$ cat config.mk
export PLATFORM = sky130hd
export DESIGN_NAME = sound_effect_voice_engine_flat
export DESIGN_NICKNAME = d
export VERILOG_FILES = /design/src/hw/rtl/sfx_pkg.sv /design/src/hw/rtl/sfx_ifs.sv /design/src/hw/rtl/sfx_div.sv /design/src/hw/rtl/sound_effect_voice_engine.sv /design/src/flat_wrapper.sv
export SDC_FILE = /design/constraint.sdc
export NUM_CORES = 2
export LEC_CHECK = 0
export ABC_CLOCK_PERIOD_IN_PS = 11400
export BUFFER_PORTS_ARGS = -buffer_cell sky130_fd_sc_hd__buf_2
export CAP_MARGIN = 20
export CORE_MARGIN = 3
export CORE_UTILIZATION = 57
export DETAILED_ROUTE_END_ITERATION = 8
export GPL_TIMING_DRIVEN = 0
export PLACE_DENSITY = 0.87
export SLEW_MARGIN = 20
export SYNTH_ARGS = -nofsm -noshare
export SYNTH_HDL_FRONTEND = slang
export SYNTH_SLANG_ARGS = --single-unit
$ cat constraint.sdc
create_clock -name clk -period 11.4 [get_ports clk]
set_input_delay 1.14 -clock clk [delete_from_list [all_inputs] [get_ports clk]]
set_output_delay 1.14 -clock clk [all_outputs]
set_load 0.01 [all_outputs]
$ cat src/hw/rtl/sfx_pkg.sv
// Shared types and constants of the sound effect voice engine.
package sfx_pkg;

    // Command codes
    localparam logic [1:0] CMD_TICK    = 2'd0;
    localparam logic [1:0] CMD_TRIGGER = 2'd1;
    localparam logic [1:0] CMD_STOP    = 2'd2;
    localparam logic [1:0] CMD_UNUSED  = 2'd3;

    // Result action codes
    localparam logic [1:0] ACT_START  = 2'd0;
    localparam logic [1:0] ACT_UPDATE = 2'd1;
    localparam logic [1:0] ACT_STOP   = 2'd2;

    // Pitch modes
    localparam logic [1:0] MODE_HALF   = 2'd1;
    localparam logic [1:0] MODE_THIRDS = 2'd2;

    // Percent trim
    localparam logic [7:0] PCT_FULL = 8'd100;
    localparam logic [6:0] PCT_T0   = 7'd90;
    localparam logic [6:0] PCT_T1   = 7'd60;
    localparam logic [6:0] PCT_T2   = 7'd35;
    localparam logic [6:0] PCT_T3   = 7'd15;

    // Divide by 100 as (x * RECIP_100) >> RECIP_SH, exact for x below 2^20
    localparam logic [19:0] RECIP_100 = 20'd671089;
    localparam int          RECIP_SH  = 26;

    // Divider width: magnitude of a glide product
    localparam int DIV_W = 24;

    typedef struct packed {
        logic [1:0]  command;
        logic        is_noise;
        logic [2:0]  waveform;
        logic [1:0]  pitch_mode;
        logic [7:0]  length_frames;
        logic [15:0] hz_start;
        logic [15:0] hz_next;
        logic [15:0] hz_final;
        logic [11:0] level_start;
        logic [11:0] level_end;
    } sfx_in_t;

    typedef struct packed {
        logic [2:0]  channel;
        logic [1:0]  action;
        logic [2:0]  wave_out;
        logic [11:0] level_out;
        logic [15:0] pitch_hz;
        logic        last;
    } sfx_out_t;

    typedef struct packed {
        logic             start;
        logic             neg;
        logic [DIV_W-1:0] mag;
        logic [7:0]       den;
    } div_req_t;

    typedef struct packed {
        logic           done;
        logic [DIV_W:0] quo;   // two's complement
    } div_rsp_t;

endpackage

$ cat src/hw/rtl/sfx_ifs.sv
// Handshake interfaces of the sound effect voice engine.
interface sfx_req_if;
    import sfx_pkg::*;
    logic    valid;
    logic    ready;
    sfx_in_t data;
    modport source (output valid, output data, input ready);
    modport sink   (input valid, input data, output ready);
endinterface

interface sfx_rsp_if;
    import sfx_pkg::*;
    logic     valid;
    logic     ready;
    sfx_out_t data;
    modport source (output valid, output data, input ready);
    modport sink   (input valid, input data, output ready);
endinterface

interface sfx_cfg_if;
    logic       valid;
    logic       ready;
    logic [6:0] data;
    modport source (output valid, output data, input ready);
    modport sink   (input valid, input data, output ready);
endinterface

$ cat src/hw/rtl/sfx_div.sv
// Iterative signed-by-unsigned divider, one quotient bit per cycle.
module sfx_div
    import sfx_pkg::*;
(
    input  logic     clk,
    input  logic     rst_n,
    input  div_req_t req,
    output div_rsp_t rsp
);
    localparam int CW = $clog2(DIV_W + 1);

    logic             busy_reg;
    logic             done_reg;
    logic [CW-1:0]    cnt_reg;
    logic [7:0]       rem_reg;
    logic [DIV_W-1:0] quo_reg;
    logic [7:0]       den_reg;
    logic             neg_reg;

    logic [8:0] rem_sh;
    logic [8:0] rem_sub;
    logic       ge;

    // Restoring step
    always_comb
    begin
        rem_sh  = {rem_reg, quo_reg[DIV_W-1]};
        ge      = (rem_sh >= {1'b0, den_reg});
        rem_sub = rem_sh - {1'b0, den_reg};
    end

    always_ff @(posedge clk or negedge rst_n)
    begin
        if (!rst_n)
        begin
            busy_reg <= 1'b0;
            done_reg <= 1'b0;
            cnt_reg  <= '0;
        end
        else
        begin
            done_reg <= 1'b0;
            if (req.start)
            begin
                busy_reg <= 1'b1;
                cnt_reg  <= CW'(DIV_W);
            end
            else if (busy_reg)
            begin
                cnt_reg <= cnt_reg - 1'b1;
                if (cnt_reg == CW'(1))
                begin
                    busy_reg <= 1'b0;
                    done_reg <= 1'b1;
                end
            end
        end
    end

    // Datapath
    always_ff @(posedge clk)
    begin
        if (req.start)
        begin
            rem_reg <= '0;
            quo_reg <= req.mag;
            den_reg <= req.den;
            neg_reg <= req.neg;
        end
        else if (busy_reg)
        begin
            rem_reg <= ge ? rem_sub[7:0] : rem_sh[7:0];
            quo_reg <= {quo_reg[DIV_W-2:0], ge};
        end
    end

    assign rsp.done = done_reg;
    assign rsp.quo  = neg_reg ? -{1'b0, quo_reg} : {1'b0, quo_reg};

endmodule

$ cat src/hw/rtl/sound_effect_voice_engine.sv
// Sound effect voice engine: voice allocation, per-tick stepping and result sequencing.
// Trigger: noise goes straight to the load step; tone first scans the tone voices, one a cycle.
// Tick: each voice is checked in turn; an active voice runs the pitch and level glides, each
// waiting on the divider, and a tone voice also the percent scaling; a length-one glide skips
// the divider. Stop-all stops each busy voice in turn. A stalled result word holds the sequencer.
// One command at a time; req.ready is high only between commands.
// Reset clears busy flags, steps, stamps and the counter; percent resets to 100.
module sound_effect_voice_engine
    import sfx_pkg::*;
#(
    parameter int TONE_VOICES = 4,
    parameter int LEVEL_MAX   = 4095,
    parameter int NOISE_MUTE  = 16
)
(
    input logic         clk,
    input logic         rst_n,
    sfx_req_if.sink     req,
    sfx_rsp_if.source   rsp,
    sfx_cfg_if.sink     cfg
);
    localparam int NV = TONE_VOICES + 1;
    localparam int VW = $clog2(NV);
    localparam int SW = (TONE_VOICES > 1) ? $clog2(TONE_VOICES) : 1;
    localparam logic [VW-1:0] NOISE_V = VW'(TONE_VOICES);
    localparam logic [VW-1:0] LAST_T  = VW'(TONE_VOICES - 1);

    typedef enum logic [3:0] {
        S_IDLE, S_SCAN, S_LOAD, S_CHECK,
        S_HZ_MUL, S_HZ_GO, S_HZ_WAIT,
        S_LV_MUL, S_LV_GO, S_LV_WAIT,
        S_VOL, S_VOL_GO, S_VOL_WAIT, S_EMIT
    } state_t;

    typedef struct packed {
        logic [1:0]  mode;
        logic [7:0]  frames;
        logic [2:0]  wave;
        logic [15:0] hz0;
        logic [15:0] hz1;
        logic [15:0] hz2;
        logic [11:0] lv0;
        logic [11:0] lv1;
    } vdef_t;

    state_t                state_reg;
    sfx_in_t               cmd_reg;
    logic [VW-1:0]         v_reg;
    logic [VW-1:0]         pick_reg;
    logic                  found_reg;
    logic                  have_reg;
    logic [31:0]           best_reg;
    logic                  stopall_reg;
    logic [NV-1:0]         busy_reg;
    logic [7:0]            step_reg [NV];
    logic [31:0]           stamp_reg [TONE_VOICES];
    logic [31:0]           stamp_cnt_reg;
    logic [6:0]            pct_reg;
    vdef_t                 vdef_mem [NV];
    logic signed [40:0]    prod_reg;
    logic [15:0]           hz_reg;
    logic [12:0]           lv_reg;
    sfx_out_t              res_reg;
    sfx_out_t              out_reg;
    logic                  out_valid_reg;

    vdef_t                 cur;
    logic [7:0]            cur_i;
    logic [7:0]            pct_eff;
    logic [4:0]            trim;
    logic signed [19:0]    mul_a;
    logic [19:0]           mul_b;
    logic signed [40:0]    mul_p;
    div_req_t              dreq;
    div_rsp_t              drsp;
    logic                  short_glide;
    logic                  half_lo;
    logic                  third_lo;
    logic                  third_mid;
    logic [9:0]            i3;
    logic [15:0]           hz_glide;
    logic [15:0]           hz_sel;
    logic [13:0]           noise_sum;
    logic [11:0]           noise_lv;
    logic [12:0]           vol_q;
    logic [11:0]           tone_lv;
    logic                  cur_noise;
    logic [NV-1:0]         busy_above;
    logic [SW-1:0]         sidx;
    sfx_out_t              emit_word;
    logic                  emit_go;

    sfx_div u_div (
        .clk   (clk),
        .rst_n (rst_n),
        .req   (dreq),
        .rsp   (drsp)
    );

    // Current voice view and small compares
    always_comb
    begin
        cur         = vdef_mem[v_reg];
        cur_i       = step_reg[v_reg];
        cur_noise   = (v_reg == NOISE_V);
        sidx        = SW'(v_reg);
        pct_eff     = ({1'b0, pct_reg} > PCT_FULL) ? PCT_FULL : {1'b0, pct_reg};
        short_glide = (cur.frames < 8'd2);
        half_lo     = ({cur_i, 1'b0} < {1'b0, cur.frames});
        i3          = {2'b00, cur_i} + {1'b0, cur_i, 1'b0};
        third_lo    = (i3 < {2'b00, cur.frames});
        third_mid   = (i3 < {1'b0, cur.frames, 1'b0});
        busy_above  = (busy_reg >> v_reg) >> 1;
    end

    // Noise trim from the percent
    always_comb
    begin
        if (pct_eff[6:0] >= PCT_T0)      trim = 5'd0;
        else if (pct_eff[6:0] >= PCT_T1) trim = 5'd1;
        else if (pct_eff[6:0] >= PCT_T2) trim = 5'd2;
        else if (pct_eff[6:0] >= PCT_T3) trim = 5'd3;
        else if (pct_eff != 8'd0)        trim = 5'd4;
        else                             trim = 5'(NOISE_MUTE);
    end

    // Shared multiplier: glide products, percent scaling, divide by 100
    always_comb
    begin
        case (state_reg)
            S_HZ_MUL:
            begin
                mul_a = $signed({4'd0, cur.hz1}) - $signed({4'd0, cur.hz0});
                mul_b = {12'd0, cur_i};
            end
            S_LV_MUL:
            begin
                mul_a = $signed({8'd0, cur.lv1}) - $signed({8'd0, cur.lv0});
                mul_b = {12'd0, cur_i};
            end
            S_VOL_GO:
            begin
                mul_a = $signed(prod_reg[19:0]);
                mul_b = RECIP_100;
            end
            default:
            begin
                mul_a = $signed({7'd0, lv_reg});
                mul_b = {12'd0, pct_eff};
            end
        endcase
        mul_p = mul_a * $signed({1'b0, mul_b});
    end

    // Divider request
    always_comb
    begin
        dreq.start = (state_reg == S_HZ_GO || state_reg == S_LV_GO) && !short_glide;
        dreq.neg   = prod_reg[40];
        dreq.mag   = prod_reg[40] ? DIV_W'(-prod_reg) : DIV_W'(prod_reg);
        dreq.den   = cur.frames;
    end

    // Pitch by mode, level clamps
    always_comb
    begin
        hz_glide = short_glide ? cur.hz1 : 16'($signed({9'd0, cur.hz0}) + $signed(drsp.quo));
        case (cur.mode)
            MODE_HALF:   hz_sel = half_lo ? cur.hz0 : cur.hz1;
            MODE_THIRDS: hz_sel = third_lo ? cur.hz0 : (third_mid ? cur.hz1 : cur.hz2);
            default:     hz_sel = hz_glide;
        endcase
        noise_sum = {1'b0, lv_reg} + {9'd0, trim};
        noise_lv  = (noise_sum > 14'(NOISE_MUTE)) ? 12'(NOISE_MUTE) : 12'(noise_sum);
        vol_q     = prod_reg[RECIP_SH+12:RECIP_SH];
        tone_lv   = ({19'd0, vol_q} > 32'(LEVEL_MAX)) ? 12'(LEVEL_MAX) : vol_q[11:0];
    end

    // Outgoing word and its handoff condition
    always_comb
    begin
        emit_word      = res_reg;
        emit_word.last = (busy_above == '0);
        emit_go        = (state_reg == S_EMIT) && (!out_valid_reg || rsp.ready);
    end

    // Effect definitions, written on a trigger
    always_ff @(posedge clk)
    begin
        if (state_reg == S_LOAD)
        begin
            vdef_mem[pick_reg] <= '{mode: cmd_reg.pitch_mode, frames: cmd_reg.length_frames,
                                    wave: cmd_reg.waveform, hz0: cmd_reg.hz_start,
                                    hz1: cmd_reg.hz_next, hz2: cmd_reg.hz_final,
                                    lv0: cmd_reg.level_start, lv1: cmd_reg.level_end};
        end
    end

    // Datapath registers without reset
    always_ff @(posedge clk)
    begin
        if (state_reg == S_IDLE && req.valid)
            cmd_reg <= req.data;
        if (state_reg == S_HZ_MUL || state_reg == S_LV_MUL || state_reg == S_VOL
            || state_reg == S_VOL_GO)
            prod_reg <= mul_p;
    end

    // Sequencer
    always_ff @(posedge clk or negedge rst_n)
    begin
        if (!rst_n)
        begin
            state_reg     <= S_IDLE;
            v_reg         <= '0;
            pick_reg      <= '0;
            found_reg     <= 1'b0;
            have_reg      <= 1'b0;
            best_reg      <= '0;
            stopall_reg   <= 1'b0;
            busy_reg      <= '0;
            step_reg      <= '{default: '0};
            stamp_reg     <= '{default: '0};
            stamp_cnt_reg <= '0;
            pct_reg       <= 7'(PCT_FULL);
            hz_reg        <= '0;
            lv_reg        <= '0;
            res_reg       <= '0;
            out_reg       <= '0;
            out_valid_reg <= 1'b0;
        end
        else
        begin
            if (cfg.valid)
                pct_reg <= cfg.data;
            if (out_valid_reg && rsp.ready && !emit_go)
                out_valid_reg <= 1'b0;

            case (state_reg)
                S_IDLE:
                begin
                    if (req.valid)
                    begin
                        v_reg     <= '0;
                        found_reg <= 1'b0;
                        have_reg  <= 1'b0;
                        case (req.data.command)
                            CMD_TICK:
                            begin
                                stopall_reg <= 1'b0;
                                state_reg   <= S_CHECK;
                            end
                            CMD_STOP:
                            begin
                                stopall_reg <= 1'b1;
                                state_reg   <= S_CHECK;
                            end
                            CMD_TRIGGER:
                            begin
                                if (req.data.is_noise)
                                begin
                                    pick_reg  <= NOISE_V;
                                    state_reg <= S_LOAD;
                                end
                                else
                                    state_reg <= S_SCAN;
                            end
                            default: state_reg <= S_IDLE;
                        endcase
                    end
                end

                // First free tone voice, else oldest stamp
                S_SCAN:
                begin
                    if (!found_reg)
                    begin
                        if (!busy_reg[v_reg])
                        begin
                            pick_reg  <= v_reg;
                            found_reg <= 1'b1;
                        end
                        else if (!have_reg || stamp_reg[sidx] < best_reg)
                        begin
                            pick_reg <= v_reg;
                            best_reg <= stamp_reg[sidx];
                            have_reg <= 1'b1;
                        end
                    end
                    if (v_reg == LAST_T)
                        state_reg <= S_LOAD;
                    else
                        v_reg <= v_reg + 1'b1;
                end

                S_LOAD:
                begin
                    stamp_cnt_reg      <= stamp_cnt_reg + 32'd1;
                    if (pick_reg != NOISE_V)
                        stamp_reg[SW'(pick_reg)] <= stamp_cnt_reg + 32'd1;
                    step_reg[pick_reg] <= '0;
                    busy_reg[pick_reg] <= 1'b1;
                    state_reg          <= S_IDLE;
                end

                S_CHECK:
                begin
                    if (!busy_reg[v_reg])
                    begin
                        if (v_reg == NOISE_V)
                            state_reg <= S_IDLE;
                        else
                            v_reg <= v_reg + 1'b1;
                    end
                    else if (stopall_reg || cur_i >= cur.frames)
                    begin
                        busy_reg[v_reg] <= 1'b0;
                        res_reg   <= '{channel: 3'(v_reg), action: ACT_STOP, wave_out: 3'd0,
                                       level_out: 12'd0, pitch_hz: 16'd0, last: 1'b0};
                        state_reg <= S_EMIT;
                    end
                    else
                        state_reg <= S_HZ_MUL;
                end

                S_HZ_MUL: state_reg <= S_HZ_GO;

                S_HZ_GO:
                begin
                    if (short_glide)
                    begin
                        hz_reg    <= hz_sel;
                        state_reg <= S_LV_MUL;
                    end
                    else
                        state_reg <= S_HZ_WAIT;
                end

                S_HZ_WAIT:
                begin
                    if (drsp.done)
                    begin
                        hz_reg    <= hz_sel;
                        state_reg <= S_LV_MUL;
                    end
                end

                S_LV_MUL: state_reg <= S_LV_GO;

                S_LV_GO:
                begin
                    if (short_glide)
                    begin
                        lv_reg    <= {1'b0, cur.lv1};
                        state_reg <= S_VOL;
                    end
                    else
                        state_reg <= S_LV_WAIT;
                end

                S_LV_WAIT:
                begin
                    if (drsp.done)
                    begin
                        lv_reg    <= 13'($signed({13'd0, cur.lv0}) + $signed(drsp.quo));
                        state_reg <= S_VOL;
                    end
                end

                S_VOL:
                begin
                    if (cur_noise)
                    begin
                        res_reg   <= '{channel: 3'(v_reg),
                                       action: (cur_i == 8'd0) ? ACT_START : ACT_UPDATE,
                                       wave_out: 3'd0, level_out: noise_lv,
                                       pitch_hz: hz_reg, last: 1'b0};
                        state_reg <= S_EMIT;
                    end
                    else
                        state_reg <= S_VOL_GO;
                end

                S_VOL_GO: state_reg <= S_VOL_WAIT;

                // Scaled tone level is in the product register
                S_VOL_WAIT:
                begin
                    res_reg   <= '{channel: 3'(v_reg),
                                   action: (cur_i == 8'd0) ? ACT_START : ACT_UPDATE,
                                   wave_out: (cur_i == 8'd0) ? cur.wave : 3'd0,
                                   level_out: tone_lv, pitch_hz: hz_reg, last: 1'b0};
                    state_reg <= S_EMIT;
                end

                // Hand the word to the output register
                S_EMIT:
                begin
                    if (emit_go)
                    begin
                        out_reg       <= emit_word;
                        out_valid_reg <= 1'b1;
                        if (res_reg.action != ACT_STOP)
                            step_reg[v_reg] <= cur_i + 8'd1;
                        if (v_reg == NOISE_V)
                            state_reg <= S_IDLE;
                        else
                        begin
                            v_reg     <= v_reg + 1'b1;
                            state_reg <= S_CHECK;
                        end
                    end
                end

                default: state_reg <= S_IDLE;
            endcase
        end
    end

    assign req.ready = (state_reg == S_IDLE);
    assign cfg.ready = 1'b1;
    assign rsp.valid = out_valid_reg;
    assign rsp.data  = out_reg;

endmodule

$ cat src/flat_wrapper.sv
// flat-port wrapper written by rule: the top's interface ports become plain ports
module sound_effect_voice_engine_flat import sfx_pkg::*;
#(
    parameter int TONE_VOICES = 4,
    parameter int LEVEL_MAX   = 4095,
    parameter int NOISE_MUTE  = 16
)
  (clk, rst_n, req_valid, req_data, req_ready, rsp_valid, rsp_data, rsp_ready, cfg_valid, cfg_data, cfg_ready);
  sfx_req_if req_i ();
  sfx_rsp_if rsp_i ();
  sfx_cfg_if cfg_i ();
  input logic clk;
  input logic rst_n;
  input wire logic [$bits(req_i.valid)-1:0] req_valid;
  input wire logic [$bits(req_i.data)-1:0] req_data;
  output wire logic [$bits(req_i.ready)-1:0] req_ready;
  output wire logic [$bits(rsp_i.valid)-1:0] rsp_valid;
  output wire logic [$bits(rsp_i.data)-1:0] rsp_data;
  input wire logic [$bits(rsp_i.ready)-1:0] rsp_ready;
  input wire logic [$bits(cfg_i.valid)-1:0] cfg_valid;
  input wire logic [$bits(cfg_i.data)-1:0] cfg_data;
  output wire logic [$bits(cfg_i.ready)-1:0] cfg_ready;
  assign req_i.valid = req_valid;
  assign req_i.data = req_data;
  assign req_ready = req_i.ready;
  assign rsp_valid = rsp_i.valid;
  assign rsp_data = rsp_i.data;
  assign rsp_i.ready = rsp_ready;
  assign cfg_i.valid = cfg_valid;
  assign cfg_i.data = cfg_data;
  assign cfg_ready = cfg_i.ready;
  sound_effect_voice_engine #(.TONE_VOICES(TONE_VOICES), .LEVEL_MAX(LEVEL_MAX), .NOISE_MUTE(NOISE_MUTE)) u_core (.clk(clk), .rst_n(rst_n), .req(req_i), .rsp(rsp_i), .cfg(cfg_i));
endmodule
==> flow_metrics.tcl <==
set metrics [dict create \
    wl_per_cell_um 25.00 \
    crit_top_cell "fa_1" \
    maxCapViolations 0 \
    critPathMaxFanout 19 \
    hpwl_mm 112.9 \
    worst_pin_slew_ns 1.145 \
    place.gp.congestion 1.005 \
    regToRegEndpoint "u_core.prod_reg[36]" \
    crit_required_ns 11.88 \
    final_hold_viol_count 0 \
    finalCriticalPeriod_ns 11.06 \
    arrival_ns 11.54 \
    drtPass1Iterations 9 \
    yosys_warnings 0 \
    slew_viol_final 0 \
    fmax_mhz 90.43 \
    grt_max_degree 98 \
    post_synth.cell_area_avg_um2 11.62 \
    cp-end-kind "flop" \
    final.setup.worst_slack_ns 0.3419 \
    drive_gt1_share_pct 12.84 \
    clock_skew_ns 0.06795 \
    die_y_um 315.6 \
    status "finished clean" \
    endpoint "u_core.prod_reg[36]" \
    overflow 0 \
    netlist_area_mm2 0.05465 \
    synthCells 4702 \
    dpl.cell_count 6109 \
    synth_cell_types 87 \
    start_util_pct 58.03 \
    period_share_pct 97.00 \
    reg2reg_from "u_core.v_reg[1]" \
    final_nets 5640 \
    cts.sinks 956 \
    area_delta_synth_final_pct 11.94 \
    pin_count 140 \
    numCtsBuffers 96 \
    wl_mm 157.4 \
    hp-class "in2async" \
    grt_antenna_before_repair 5 \
    grt_pass1_wl_mm 240.7 \
    grt_pass1_vias 40720 \
    setup_violations 0 \
    ff2ff_path_depth 39 \
    insertion_delay_ns 0.73 \
    grt_usage_pct 31.93 \
    ant_nets 0 \
    dp_slack_ns -3.328 \
    critical_path_class "reg2reg" \
    fin_setup_tns_ns 0 \
    clockBufferDepth 3 \
    ys.flop_type "edfxtp_1" \
    drcViolationCount 0 \
    largest_reg_flops 425 \
    hold_buffers 0 \
    h-tree-depth 3 \
    seq_area_frac_synth_pct 49.03 \
    synth-async-reset-ratio_pct 38.39 \
    rrSetupSlack_ns 0.34 \
    chipWidth_um 315.6 \
    ys_seq_elements 956 \
    cpPeakStageDelay_ns 0.57 \
    synth_edf_count 581 \
    io_buffer_count 137 \
    slowest_stage "a2111oi_4" \
    slew_headroom_pct 23.37 \
    crit_start "u_core.v_reg[1]" \
    tritoncts "done" \
    placementRows 112 \
    register_area_mm2 0.02680 \
    clkSlewWorstSetupHoldPaths_ns 0.06 \
    post-route-util_pct 64.96 \
    vias_per_cell 6.330 \
    clockRootBuffer "clkbuf_16" \
    dieArea_mm2 0.09963 \
    drtIter0Drc 5062 \
    fp.coreArea_mm2 0.09417 \
    nFillCells 6738 \
    worstSetupStartpointType "flop" \
    multiInputGateArea_mm2 0.02566 \
    via_count 39850 \
    final_cell_count_no_fill 6296 \
]
==> final cells by class <==
| class | instances | area share (%) |
|---|---|---|
| antenna | 4 | 0.01636 |
| buffer | 176 | 1.513 |
| clock buffer | 135 | 4.483 |
| clock inverter | 41 | 0.8835 |
| inverter | 473 | 2.941 |
| multi-input combinational | 3094 | 41.94 |
| sequential | 956 | 43.80 |
| tap | 1254 | 2.565 |
| timing repair buffer | 163 | 1.855 |
==> cell usage in the layout, fill, tap and decap left out, types with 18 or more instances in the layout <==
| master | n |
|---|---|
| ha_1 | 356 |
| edfxtp_1 | 581 |
| nor2_1 | 226 |
| mux2_2 | 97 |
| clkbuf_16 | 99 |
| clkbuf_1 | 132 |
| nor3_1 | 58 |
| nor2b_1 | 24 |
| buf_4 | 18 |
| nand2_1 | 576 |
| xor2_1 | 74 |
| mux4_2 | 100 |
| a21o_1 | 42 |
| nand2b_1 | 37 |
| o211ai_1 | 40 |
| and2_1 | 40 |
| o22ai_1 | 19 |
| o21a_1 | 26 |
| a31oi_1 | 29 |
| o21ai_0 | 326 |
| xnor2_1 | 110 |
| fa_1 | 224 |
| nand3_1 | 99 |
| dfrtp_1 | 363 |
| or3_1 | 25 |
| nand4_1 | 24 |
| buf_2 | 158 |
| inv_1 | 465 |
| mux2i_1 | 79 |
| a21oi_1 | 172 |
==> per-layer routing <==
layer | track usage (%) | part of all wire, %
met2 | 50.95 | 47
met4 | 16.70 | 5.8
met3 | 6.758 | 10
met5 | 0 | 0
met1 | 41.49 | 37
==> kinds of logic (layout without fill, tap and decap cells) <==
kind of cell	after synthesis	count (layout)	share of synthesized area, %
AO/OA/AOI/OAI	857	857	9.645
adder cells (fa/ha/maj)	580	580	16.36
flip-flops	956	956	49.03
other	2	7	0.01374
multiplexers	279	279	7.622
AND/OR/NAND/NOR	1191	1191	9.744
XOR/XNOR	184	184	2.949
buffers and inverters	653	988	4.643
==> worst max-delay path: cells and delay by family, from the launching register on <==
family	cells	cell delay [ns]
and+or+nand+nor	7	1.38
buffers and inverters	9	1.36
adders and majority gates	9	3.93
AOI/OAI and AO/OA	13	3.32
muxes	1	0.27
DFF	1	0.50
==> cell usage after synthesis, types with 39 or more instances <==
library cell / number / area, um2
o21ai_0: 333 / 1667
buf_2: 39 / 195.2
nand3_1: 99 / 495.5
mux4_2: 100 / 2252
edfxtp_1: 581 / 17450
nor2_1: 227 / 852.1
ha_1: 356 / 4454
o211ai_1: 40 / 300.3
nand2_1: 578 / 2170
dfrtp_1: 364 / 9109
a21oi_1: 175 / 875.8
and2_1: 40 / 250.2
a21o_1: 42 / 315.3
inv_1: 469 / 1760
mux2_2: 97 / 1092
xor2_1: 74 / 648.1
clkbuf_1: 125 / 469.2
nor3_1: 60 / 300.3
mux2i_1: 82 / 820.8
xnor2_1: 110 / 963.4
fa_1: 224 / 4484
==> how the worst min path moves through the flow <==
stage,start,cells past startpoint,endpoint
after floorplan,u_core.stamp_reg[1],2,u_core.stamp_reg[1]
after CTS,rst_n,1,u_core.stamp_reg[8]
final,rst_n,1,u_core.best_reg[7]
after detailed placement,u_core.stamp_reg[46],2,u_core.stamp_reg[46]
after global placement,u_core.stamp_reg[118],2,u_core.stamp_reg[118]
after global routing,rst_n,1,u_core.best_reg[8]
==> what timing repair did <==
item | 4_1_cts | 5_1_grt
setup buffers | 4 | 7
pin swaps | 2 | 5
setup endpoints to repair | 28 | 16
gates cloned | 0 | 0
hold endpoints to repair | 0 | 0
resized for setup | 81 | 57
==> through the flow <==
stage                     area (um2)  hold WS, ns
after floorplan                54650       0.4405
after global placement         56910       0.4563
after detailed placement       57350       0.4652
after CTS                      60890       0.3290
after global routing           61170       0.3433
final                          61180       0.3348
Power is left out: the tool's default activity adds up to more than one toggle a clock period on the data nets, which glitch-free logic cannot reach.
